[src/rtl/gzip_header_skipper_defines.svh]
// Assertion macros used by the gzip header skipper parser.
`ifndef GZIP_HEADER_SKIPPER_DEFINES_SVH
`define GZIP_HEADER_SKIPPER_DEFINES_SVH

// Same-cycle implication, checked only out of reset.
`define GHS_ASSERT_NOW(label, clk, rstn, ante, cons) \
    label: assert property (@(posedge clk) disable iff (!rstn) (ante) |-> (cons)) \
        else $error("gzip header skipper: check failed");

// Next-cycle implication, checked only out of reset.
`define GHS_ASSERT_NEXT(label, clk, rstn, ante, cons) \
    label: assert property (@(posedge clk) disable iff (!rstn) (ante) |=> (cons)) \
        else $error("gzip header skipper: check failed");

`endif

[src/rtl/ghs_pkg.sv]
package ghs_pkg;

    // Width of the header byte counter.
    localparam int OFFSET_BITS = 24;
    localparam int HLEN_BITS   = 24;
    localparam int SKIP_BITS   = 16;

    localparam logic [OFFSET_BITS-1:0] OFFSET_MAX = {OFFSET_BITS{1'b1}};

    // Header constants.
    localparam logic [7:0] MAGIC1_BYTE   = 8'h1f;
    localparam logic [7:0] MAGIC2_BYTE   = 8'h8b;
    localparam logic [7:0] METHOD_DEFL   = 8'd8;
    localparam logic [7:0] FLG_RESERVED  = 8'he0;
    localparam logic [SKIP_BITS-1:0] FIXED_SKIP = SKIP_BITS'(6);
    localparam logic [SKIP_BITS-1:0] HCRC_SKIP  = SKIP_BITS'(2);

    // Stored flag bits.
    localparam int FL_HCRC    = 0;
    localparam int FL_EXTRA   = 1;
    localparam int FL_NAME    = 2;
    localparam int FL_COMMENT = 3;

    // Section levels passed to next_section.
    localparam logic [1:0] LVL_FIXED   = 2'd0;
    localparam logic [1:0] LVL_EXTRA   = 2'd1;
    localparam logic [1:0] LVL_NAME    = 2'd2;
    localparam logic [1:0] LVL_COMMENT = 2'd3;

    // Byte status codes.
    localparam logic [2:0] ST_HEADER  = 3'd0;
    localparam logic [2:0] ST_PAYLOAD = 3'd1;
    localparam logic [2:0] ST_RAW     = 3'd2;
    localparam logic [2:0] ST_BAD     = 3'd3;
    localparam logic [2:0] ST_NODATA  = 3'd4;

    typedef enum logic [14:0] {
        PH_MAGIC1  = 15'b000000000000001,
        PH_MAGIC2  = 15'b000000000000010,
        PH_METHOD  = 15'b000000000000100,
        PH_FLAGS   = 15'b000000000001000,
        PH_FIXED   = 15'b000000000010000,
        PH_XLEN_LO = 15'b000000000100000,
        PH_XLEN_HI = 15'b000000001000000,
        PH_EXTRA   = 15'b000000010000000,
        PH_NAME    = 15'b000000100000000,
        PH_COMMENT = 15'b000001000000000,
        PH_HCRC    = 15'b000010000000000,
        PH_PAYLOAD = 15'b000100000000000,
        PH_RAW     = 15'b001000000000000,
        PH_BAD     = 15'b010000000000000,
        PH_NODATA  = 15'b100000000000000
    } phase_t;

    typedef struct packed {
        logic [7:0] data_byte;
        logic       first_byte;
        logic       last_byte;
    } in_item_t;

    typedef struct packed {
        logic [2:0]           byte_status;
        logic [HLEN_BITS-1:0] header_length;
    } out_item_t;

    // Section that follows the one at the given level.
    function automatic phase_t next_section(input logic [1:0] level, input logic [3:0] flags);
        phase_t ph;
        if (level < LVL_EXTRA && flags[FL_EXTRA]) begin
            ph = PH_XLEN_LO;
        end else if (level < LVL_NAME && flags[FL_NAME]) begin
            ph = PH_NAME;
        end else if (level < LVL_COMMENT && flags[FL_COMMENT]) begin
            ph = PH_COMMENT;
        end else if (flags[FL_HCRC]) begin
            ph = PH_HCRC;
        end else begin
            ph = PH_PAYLOAD;
        end
        return ph;
    endfunction

endpackage

[src/rtl/ghs_in_stage.sv]
module ghs_in_stage
    import ghs_pkg::*;
(
    input  logic     aclk,
    input  logic     aresetn,
    input  logic     s_valid,
    output logic     s_ready,
    input  in_item_t s_data,
    input  logic     advance,
    output logic     item_valid,
    output in_item_t item
);

    logic     valid_reg;
    logic     valid_next;
    in_item_t item_reg;

    // The register takes a new request when empty or when its item moves on.
    assign s_ready = !valid_reg || advance;

    always_comb begin
        valid_next = valid_reg;
        if (s_ready) begin
            valid_next = s_valid;
        end
    end

    always_ff @(posedge aclk) begin
        if (!aresetn) begin
            valid_reg <= 1'b0;
        end else begin
            valid_reg <= valid_next;
        end
    end

    always_ff @(posedge aclk) begin
        if (s_valid && s_ready) begin
            item_reg <= s_data;
        end
    end

    assign item_valid = valid_reg;
    assign item       = item_reg;

endmodule

[src/rtl/ghs_parser.sv]
`include "gzip_header_skipper_defines.svh"

module ghs_parser
    import ghs_pkg::*;
(
    input  logic      aclk,
    input  logic      aresetn,
    input  logic      advance,
    input  in_item_t  item,
    output out_item_t result
);

    phase_t                 phase_reg, phase_next;
    logic [OFFSET_BITS-1:0] offset_reg, offset_next;
    logic [3:0]             flags_reg, flags_next;
    logic [SKIP_BITS-1:0]   skip_reg, skip_next;

    phase_t                 phase_c;
    logic [OFFSET_BITS-1:0] offset_c;
    logic [3:0]             flags_c;
    logic [SKIP_BITS-1:0]   skip_c;
    phase_t                 ph;
    logic [SKIP_BITS-1:0]   skip_dec;
    logic [2:0]             status;
    logic [OFFSET_BITS-1:0] hlen;
    logic [7:0]             b;
    logic                   last;

    assign b    = item.data_byte;
    assign last = item.last_byte;

    // A first mark restarts the parse before the byte is looked at.
    always_comb begin
        if (item.first_byte) begin
            phase_c  = PH_MAGIC1;
            offset_c = '0;
            flags_c  = '0;
            skip_c   = '0;
        end else begin
            phase_c  = phase_reg;
            offset_c = offset_reg;
            flags_c  = flags_reg;
            skip_c   = skip_reg;
        end
    end

    assign skip_dec = skip_c - SKIP_BITS'(1);

    // One header step: next state and the label of this byte.
    always_comb begin
        phase_next  = phase_c;
        offset_next = offset_c;
        flags_next  = flags_c;
        skip_next   = skip_c;
        status      = ST_HEADER;
        hlen        = '0;
        ph          = phase_c;
        priority if (phase_c == PH_PAYLOAD) begin
            status = ST_PAYLOAD;
            hlen   = offset_c;
            if (last) begin
                phase_next  = PH_MAGIC1;
                offset_next = '0;
                flags_next  = '0;
                skip_next   = '0;
            end
        end else if (phase_c == PH_RAW) begin
            status = ST_RAW;
            if (last) begin
                phase_next  = PH_MAGIC1;
                offset_next = '0;
                flags_next  = '0;
                skip_next   = '0;
            end
        end else if (phase_c == PH_BAD) begin
            status = ST_BAD;
        end else if (phase_c == PH_NODATA) begin
            status = ST_NODATA;
        end else if (offset_c == OFFSET_MAX) begin
            phase_next = PH_BAD;
            status     = ST_BAD;
        end else begin
            offset_next = offset_c + OFFSET_BITS'(1);
            unique case (phase_c)
                PH_MAGIC1: begin
                    ph = (b != MAGIC1_BYTE || last) ? PH_RAW : PH_MAGIC2;
                end
                PH_MAGIC2: begin
                    ph = (b != MAGIC2_BYTE) ? PH_RAW : PH_METHOD;
                end
                PH_METHOD: begin
                    ph = (b != METHOD_DEFL) ? PH_BAD : PH_FLAGS;
                end
                PH_FLAGS: begin
                    if ((b & FLG_RESERVED) != 8'd0) begin
                        ph = PH_BAD;
                    end else begin
                        flags_next = b[4:1];
                        ph         = PH_FIXED;
                        skip_next  = FIXED_SKIP;
                    end
                end
                PH_FIXED: begin
                    skip_next = skip_dec;
                    if (skip_dec == '0) begin
                        ph = next_section(LVL_FIXED, flags_c);
                    end
                end
                PH_XLEN_LO: begin
                    skip_next = SKIP_BITS'(b);
                    ph        = PH_XLEN_HI;
                end
                PH_XLEN_HI: begin
                    skip_next = skip_c | {b, 8'd0};
                    if ((skip_c | {b, 8'd0}) == '0) begin
                        ph = next_section(LVL_EXTRA, flags_c);
                    end else begin
                        ph = PH_EXTRA;
                    end
                end
                PH_EXTRA: begin
                    skip_next = skip_dec;
                    if (skip_dec == '0) begin
                        ph = next_section(LVL_EXTRA, flags_c);
                    end
                end
                PH_NAME: begin
                    if (b == 8'd0) begin
                        ph = next_section(LVL_NAME, flags_c);
                    end
                end
                PH_COMMENT: begin
                    if (b == 8'd0) begin
                        ph = next_section(LVL_COMMENT, flags_c);
                    end
                end
                PH_HCRC: begin
                    skip_next = skip_dec;
                    if (skip_dec == '0) begin
                        ph = PH_PAYLOAD;
                    end
                end
                default: begin
                    ph = PH_BAD;
                end
            endcase

            // Entering the header checksum loads its two-byte skip.
            if (ph == PH_HCRC && phase_c != PH_HCRC) begin
                skip_next = HCRC_SKIP;
            end

            phase_next = ph;
            priority if (ph == PH_RAW) begin
                offset_next = '0;
                status      = ST_RAW;
                if (last) begin
                    phase_next  = PH_MAGIC1;
                    offset_next = '0;
                    flags_next  = '0;
                    skip_next   = '0;
                end
            end else if (ph == PH_BAD) begin
                status = ST_BAD;
            end else if (last) begin
                phase_next = PH_NODATA;
                status     = ST_NODATA;
            end else begin
                status = ST_HEADER;
            end
        end
    end

    // Parse state moves only when the byte's result is taken by the output stage.
    always_ff @(posedge aclk) begin
        if (!aresetn) begin
            phase_reg  <= PH_MAGIC1;
            offset_reg <= '0;
            flags_reg  <= '0;
            skip_reg   <= '0;
        end else if (advance) begin
            phase_reg  <= phase_next;
            offset_reg <= offset_next;
            flags_reg  <= flags_next;
            skip_reg   <= skip_next;
        end
    end

    assign result.byte_status   = status;
    assign result.header_length = HLEN_BITS'(hlen);

    `GHS_ASSERT_NOW(a_phase_onehot, aclk, aresetn, 1'b1, $onehot(phase_reg))
    `GHS_ASSERT_NOW(a_len_only_payload, aclk, aresetn,
        advance && result.byte_status != ST_PAYLOAD, result.header_length == '0)
    `GHS_ASSERT_NOW(a_payload_len_nonzero, aclk, aresetn,
        advance && result.byte_status == ST_PAYLOAD, result.header_length != '0)
    `GHS_ASSERT_NOW(a_bad_sticky, aclk, aresetn,
        advance && phase_reg == PH_BAD && !item.first_byte, result.byte_status == ST_BAD)
    `GHS_ASSERT_NEXT(a_idle_holds, aclk, aresetn, !advance, $stable(phase_reg))

endmodule

[src/rtl/ghs_out_stage.sv]
module ghs_out_stage
    import ghs_pkg::*;
(
    input  logic      aclk,
    input  logic      aresetn,
    input  logic      item_valid,
    input  out_item_t result,
    output logic      advance,
    output logic      m_valid,
    input  logic      m_ready,
    output out_item_t m_data
);

    logic      valid_reg;
    logic      valid_next;
    out_item_t data_reg;

    // A result loads when the register is empty or is being drained.
    assign advance = item_valid && (!valid_reg || m_ready);

    always_comb begin
        valid_next = valid_reg;
        if (advance) begin
            valid_next = 1'b1;
        end else if (m_ready) begin
            valid_next = 1'b0;
        end
    end

    always_ff @(posedge aclk) begin
        if (!aresetn) begin
            valid_reg <= 1'b0;
        end else begin
            valid_reg <= valid_next;
        end
    end

    always_ff @(posedge aclk) begin
        if (advance) begin
            data_reg <= result;
        end
    end

    assign m_valid = valid_reg;
    assign m_data  = data_reg;

endmodule

[src/rtl/gzip_header_skipper.sv]
// gzip member header skipper.
// Input channel s_valid/s_ready/s_data carries one image byte per request with
// first and last marks. Output channel m_valid/m_ready/m_data returns one label
// per byte: header, payload, raw, bad format or out of data, and on payload
// bytes the header length.
// An accepted input request reaches m_valid through the input register, then
// the parse step and the result register.
// Throughput is one byte per cycle while m_ready stays high; the parse state is a
// single register set updated in the same cycle that a result is loaded.
// Reset (aresetn low, synchronous) empties both registers and returns the
// parser to the first magic byte. When the receiver stalls, the result register
// holds, the input register fills and s_ready drops until m_ready returns.
// A first mark restarts the parse at any time; without one, the byte after the
// last byte of a payload or raw image starts a new image.
module gzip_header_skipper
    import ghs_pkg::*;
(
    input  logic      aclk,
    input  logic      aresetn,
    input  logic      s_valid,
    output logic      s_ready,
    input  in_item_t  s_data,
    output logic      m_valid,
    input  logic      m_ready,
    output out_item_t m_data
);

    logic      advance;
    logic      item_valid;
    in_item_t  item;
    out_item_t result;

    ghs_in_stage u_in (
        .aclk       (aclk),
        .aresetn    (aresetn),
        .s_valid    (s_valid),
        .s_ready    (s_ready),
        .s_data     (s_data),
        .advance    (advance),
        .item_valid (item_valid),
        .item       (item)
    );

    ghs_parser u_parser (
        .aclk    (aclk),
        .aresetn (aresetn),
        .advance (advance),
        .item    (item),
        .result  (result)
    );

    ghs_out_stage u_out (
        .aclk       (aclk),
        .aresetn    (aresetn),
        .item_valid (item_valid),
        .result     (result),
        .advance    (advance),
        .m_valid    (m_valid),
        .m_ready    (m_ready),
        .m_data     (m_data)
    );

endmodule

[config.mk]
export PLATFORM = sky130hd
export DESIGN_NAME = gzip_header_skipper
export DESIGN_NICKNAME = d
export VERILOG_FILES = /design/src/rtl/ghs_pkg.sv /design/src/rtl/ghs_in_stage.sv /design/src/rtl/ghs_parser.sv /design/src/rtl/ghs_out_stage.sv /design/src/rtl/gzip_header_skipper.sv
export VERILOG_INCLUDE_DIRS = /design/src /design/src/rtl
export SDC_FILE = /design/constraint.sdc
export NUM_CORES = 1
export LEC_CHECK = 0
export BUFFER_PORTS_ARGS = -buffer_cell sky130_fd_sc_hd__buf_4
export CAP_MARGIN = 10
export CORE_AREA = 3 3 104 106
export DETAILED_ROUTE_END_ITERATION = 12
export DIE_AREA = 0 0 107 109
export PLACE_DENSITY = 0.79
export RECOVER_POWER = 25
export SETUP_SLACK_MARGIN = 0.2
export SYNTH_ARGS = -nofsm -noshare
export SYNTH_HDL_FRONTEND = slang
export SYNTH_SLANG_ARGS = --single-unit
[constraint.sdc]
create_clock -name aclk -period 6.6 [get_ports aclk]
set_input_delay 1.32 -clock aclk [delete_from_list [all_inputs] [get_ports aclk]]
set_output_delay 1.32 -clock aclk [all_outputs]
set_load 0.03 [all_outputs]
Word-level counts from Yosys, hierarchy flattened
Index checks and enable logic that the tools add are counted.

Bitwise operators: 1. Mux-type cells: 71. Reductions and logical operators: 15. Equality and inequality tests: 23. $add $sub $neg: 2.

Operators with widths (count): 15-bit 2-to-1 mux (24); 24-bit 2-to-1 mux (8); 16-bit 2-to-1 mux (11); 15-bit case mux with 11 select lines (1); 16-bit case mux with 4 select lines (1); 4-bit 2-to-1 mux (11); 16-bit logical NOT (2); 15-bit by 11-bit equality test with 1-bit output, second input constant (2); 15-bit by 13-bit equality test with 1-bit output, second input constant (2); 15-bit by 14-bit equality test with 1-bit output, second input constant (2); 14-bit 2-to-1 mux (2); 13-bit 2-to-1 mux (2); 24-bit by 1-bit adder with 24-bit output, second input constant (1); 24-bit equality test, second input constant (1); 12-bit 2-to-1 mux (2); 16-bit bitwise OR (1); 16-bit by 1-bit subtractor with 16-bit output, second input constant (1); 15-bit by 1-bit equality test with 1-bit output, second input constant (1); 15-bit by 10-bit equality test with 1-bit output, second input constant (1); 15-bit by 12-bit equality test with 1-bit output, second input constant (1); 15-bit equality test, second input constant (1); 15-bit by 2-bit equality test with 1-bit output, second input constant (1); 15-bit by 3-bit equality test with 1-bit output, second input constant (1); 15-bit by 4-bit equality test with 1-bit output, second input constant (1); 19 further kinds (31).

Input port bits: 14. Word-level logic and storage cells: 124. Bits in registers: 98. Output and inout port bits: 29.

Depth between registers and ports, before layout
Depth after elaboration: 22. Depth in mapped cells: 16. Mapped depth without buffers: 12.

Hierarchy
Synthesis repeated with hierarchy kept, for this count alone.

Cells, all modules: 730. Area, all modules: 6065.8 sq um.

Modules (own cells, without submodules): ghs_parser (times used 1, sequential area each 1181.1 sq um, cells each 684, area an instance 4849.7 sq um); ghs_out_stage (times used 1, sequential area each 830.8 sq um, cells each 31, area an instance 858.3 sq um); ghs_in_stage (times used 1, sequential area each 320.3 sq um, cells each 15, area an instance 357.8 sq um).

Least setup slack after synthesis
Ideal clock, no wire load.

Path kind: register to register. Start: register u_in.item_reg (netlist bit u_in.item[1]). End: register u_parser.skip_reg[3]. Stages on the path, launching flop included: 17. Path buffers: 6. Setup slack: 2733 ps. Data required time: 6526 ps. Data arrival time: 3793 ps. Setup time: 74 ps. Period minus slack after synthesis: 3867 ps. Cell sequence: edfxtp_1 > clkbuf_1 > clkbuf_1 > clkbuf_1 > clkbuf_1 > buf_1 > nor2b_1 > ha_1 > and3_1 > nand4_1 > and2_1 > clkbuf_1 > nand3_1 > or2_2 > o31ai_1 > nand2_1 > o21ai_0.

Elaborated cells between the ends (all ways): 56. Classes of those cells: add/sub: 1; eq/ne: 19; mux: 31; bitwise: 1; reduce/logical: 4.

RTL lines: start, declared (line ghs_in_stage.sv:16) `in_item_t item_reg;`; start signal, assigned (line ghs_in_stage.sv:38) `item_reg <= s_data;`; 24-bit 2-to-1 mux (line ghs_parser.sv:34) `if (item.first_byte) begin`; net u_parser.offset_c[0] (line ghs_parser.sv:19) `logic [OFFSET_BITS-1:0] offset_c;`; 24-bit equality test (line ghs_parser.sv:79) `end else if (offset_c == OFFSET_MAX) begin`; 16-bit 2-to-1 mux (line ghs_parser.sv:79); 16-bit 2-to-1 mux (line ghs_parser.sv:77) `end else if (phase_c == PH_NODATA) begin`; 16-bit 2-to-1 mux (line ghs_parser.sv:75) `end else if (phase_c == PH_BAD) begin`; 16-bit 2-to-1 mux (line ghs_parser.sv:67) `end else if (phase_c == PH_RAW) begin`; 16-bit 2-to-1 mux (line ghs_parser.sv:58) `priority if (phase_c == PH_PAYLOAD) begin`; end signal, assigned (line ghs_parser.sv:185) `skip_reg <= skip_next;`; end, declared (line ghs_parser.sv:16) `logic [SKIP_BITS-1:0] skip_reg, skip_next;`.

The timed path passes the listed nets, and every way through them passes these cells. The select of a mux whose other input is x is not followed. A chain may end at the register's enable or synchronous reset.

==> key figures <==
CTS
  • Post-CTS Setup Repair Bufs: 0
  • Clk sinks: 98
  • Hold bufs inserted after CTS: 0
  • Clock root buffer: clkbuf_8
  • Clock-pin slew on the worst setup and hold paths: roughly 110 ps
  • CTS Buf Count: 9
  • CTS tree: done
  • H-tree levels: 3
  • Worst-skew pair later-pin latency: 400 ps
  • Maximum clock insertion buffer count: 2
  • PostCTS Resize Cnt: 0

Global route
  • Vias in the first global route: roughly 5600
  • Largest net degree at the start of global routing: 48
  • Total global routing overflow: 0
  • Antenna violations before repair: 0
  • First-pass GRT wire length: 28780 um
  • GRT Overall Usage: 0.3151

Worst setup path
  • Reg2reg setup slack: 2740 ps
  • CP Class: in -> reg
  • Crit path DAT: 4170 ps
  • CP Capture Type: register
  • Worst EP required: 6900 ps
  • Crit start category: input port
  • Largest fanout on the critical path: 34

Floorplanning
  • FP Rows: 36
  • Ports: 43
  • Core outline area: 9864 um^2
  • Die area: 11660 um^2
  • Die H: 109 um
  • Starting Density: 0.6031
  • Die W: 107 um

STA
  • Tightest Pin Transition: ~1800 ps
  • Max-slew violation count: 35
  • Final Hold Viols: 0
  • RSZ-0062 raised after global routing: no
  • Final setup margin: 2728 ps
  • Layout Skew: 25.35 ps
  • Final Setup Violations: 0
  • Post-Route Setup TNS: 0 ps
  • Fmax: 258.3 MHz
  • Final period util: 0.5866
  • Post-route minimum period: 3872 ps
  • Slew margin rel.: -0.1737

Cells and area
  • FILL cells: 833
  • Layout cells sized above 1: 0.09518
  • Layout Area Growth over Synthesis: 10.24%
  • Area of the multi-input gates: approximately 3500 um^2
  • Largest register FFs: 27
  • Register area: 2332 um^2
  • Ant. Diodes: 0
  • Total Nets Final: 800
  • Finished Cell Area: 6559 um^2

Power and ir drop
  • Power Total: 1229 uW
  • Worst VDD drop: 0.0001761 V
  • Leak: 0.002189 uW
  • Power density of the placed cells: 187.3 nW/um^2

Run
  • Max Cap Violations: 1

Min path
  • HP Class: reg -> reg

Status
  • Violated checks: capacitance limit, slew limit
  • Status: finished, violations left

Place
  • DP Area: approximately 6400 um^2
  • Port Buffers: 42
  • Placer Congestion: a little over 1
  • DP HPWL: 13070 um
  • Post-place setup slack: 2721 ps

Synth
  • Avg Cell Area, Syn: 7.954 um^2
  • Post-synthesis async set-or-reset flop share: 0
  • Dominant cell type by area after synthesis: dfxtp_1
  • Register area share after synthesis: 0.3920
  • Synth unique cells: 74
  • Ys flop type: dfxtp_1
  • Synthesized flop and latch total: 98
  • Ranking of synthesized cells by area: dfxtp_1 (21%), edfxtp_1 (19%), a21oi_1 (5.8%)
  • Syn Nets: about 770
  • Cells after Synth: 748
  • Yosys warnings: 0
  • Share of the synthesized area in the top cell type: 0.2053
  • Post-synth EDFFs: 37
  • Mapped Area: 5949 um^2

Routing
  • Routed len/inst: 19.65 um
  • Final wirelength: 18100 um
  • Vias post-DR: between 6000 and 7000
  • Post-route DRC: 0
  • Post-route ant nets: 0
  • Vias per inst: 6.752
  • Drt first-iter violations: 831
  • First drt pass iteration count: 5
-- layout by cell type, fill, tap and decap left out, types with 22 or more instances in the layout --
master	Yosys	final
nor3_1	42	42
buf_4	1	25
dfxtp_1	61	61
a21oi_1	69	69
nand3_1	31	31
edfxtp_1	37	37
nand2_1	84	84
and2_1	28	27
nor2b_1	22	22
nor2_1	80	80
o21ai_0	56	56
-- metrics by stage --
step | hold slack [ps] | util | std cells
6_report | 494.8 | 0.6649 | 921
4_1_cts | 496.9 | 0.6714 | 921
3_3_place_gp | 472.3 | 0.6494 | 905
3_5_place_dp | 483.3 | 0.6494 | 905
5_1_grt | 534.4 | 0.6649 | 921
2_1_floorplan | 457.9 | - | 748
-- final cells by class --
class,count,area share
Sequential cell,98,0.3556
Tap cell,133,0.02537
Clock buffer,10,0.01946
Inverter,12,0.006868
Timing Repair Buffer,53,0.05093
Multi-Input combinational cell,609,0.5282
Clock inverter,6,0.01354
-- kinds of logic (layout without fill, tap and decap cells) --
group                    after synthesis  count (layout)  share of synthesized area
AO/OA/AOI/OAI                        210             210                     0.2236
XOR/XNOR                              10              10                    0.01472
adder cells (fa/ha/maj)                3               3                   0.006310
buffers and inverters                 41              81                    0.02671
flip-flops                            98              98                     0.3920
multiplexers                           3               3                   0.005258
AND/OR/NAND/NOR                      383             383                     0.3314
-- final timing paths --
check | from | end | cells past startpoint
setup / recovery | aresetn | u_parser.skip_reg[15] | 5
hold / removal | u_parser.offset_reg[5] | u_parser.offset_reg[5] | 2
hold reg to reg | u_parser.offset_reg[5] | u_parser.offset_reg[5] | 2
setup reg to reg | u_in.item[1] | u_parser.skip_reg[5] | 12
-- where the power goes --
group / switching (uW) / internal (uW) / total (uW)
registers: 15.2 / 642 / 657
logic: 98.2 / 40.9 / 139
clock network: 218 / 214 / 432
-- worst max-delay path, cell delays in order --
cell and delay (ps):
clkbuf_1 460, clkinv_1 130, clkbuf_1 1270, a21oi_1 470, a221o_1 490
-- routing by layer --
layer	vias up	track usage	routed length (um)
li1	2849	-	-
met1	2879	0.4292	7426
met2	418	0.4766	7827
met3	73	0.08348	2192
met4	0	0.1324	651
met5	-	0	0
-- cell usage after synthesis, types with 4 or more instances --
cell type and number:
nand2_1 84, nor2_1 80, a21oi_1 69, dfxtp_1 61, o21ai_0 56, nor3_1 42
edfxtp_1 37, nand3_1 31, and2_1 28, clkbuf_1 26, nor2b_1 22, nand4_1 15
a22oi_1 14, nand2b_1 14, nor4_1 13, a211oi_1 11, or3_1 10, inv_1 9
a31oi_1 8, or2_2 8, xnor2_1 7, and3_1 6, nand3b_1 6, a221oi_1 4
a31o_2 4, and4_1 4, o22ai_1 4
No activity file was read; power rests on OpenSTA's default activity.
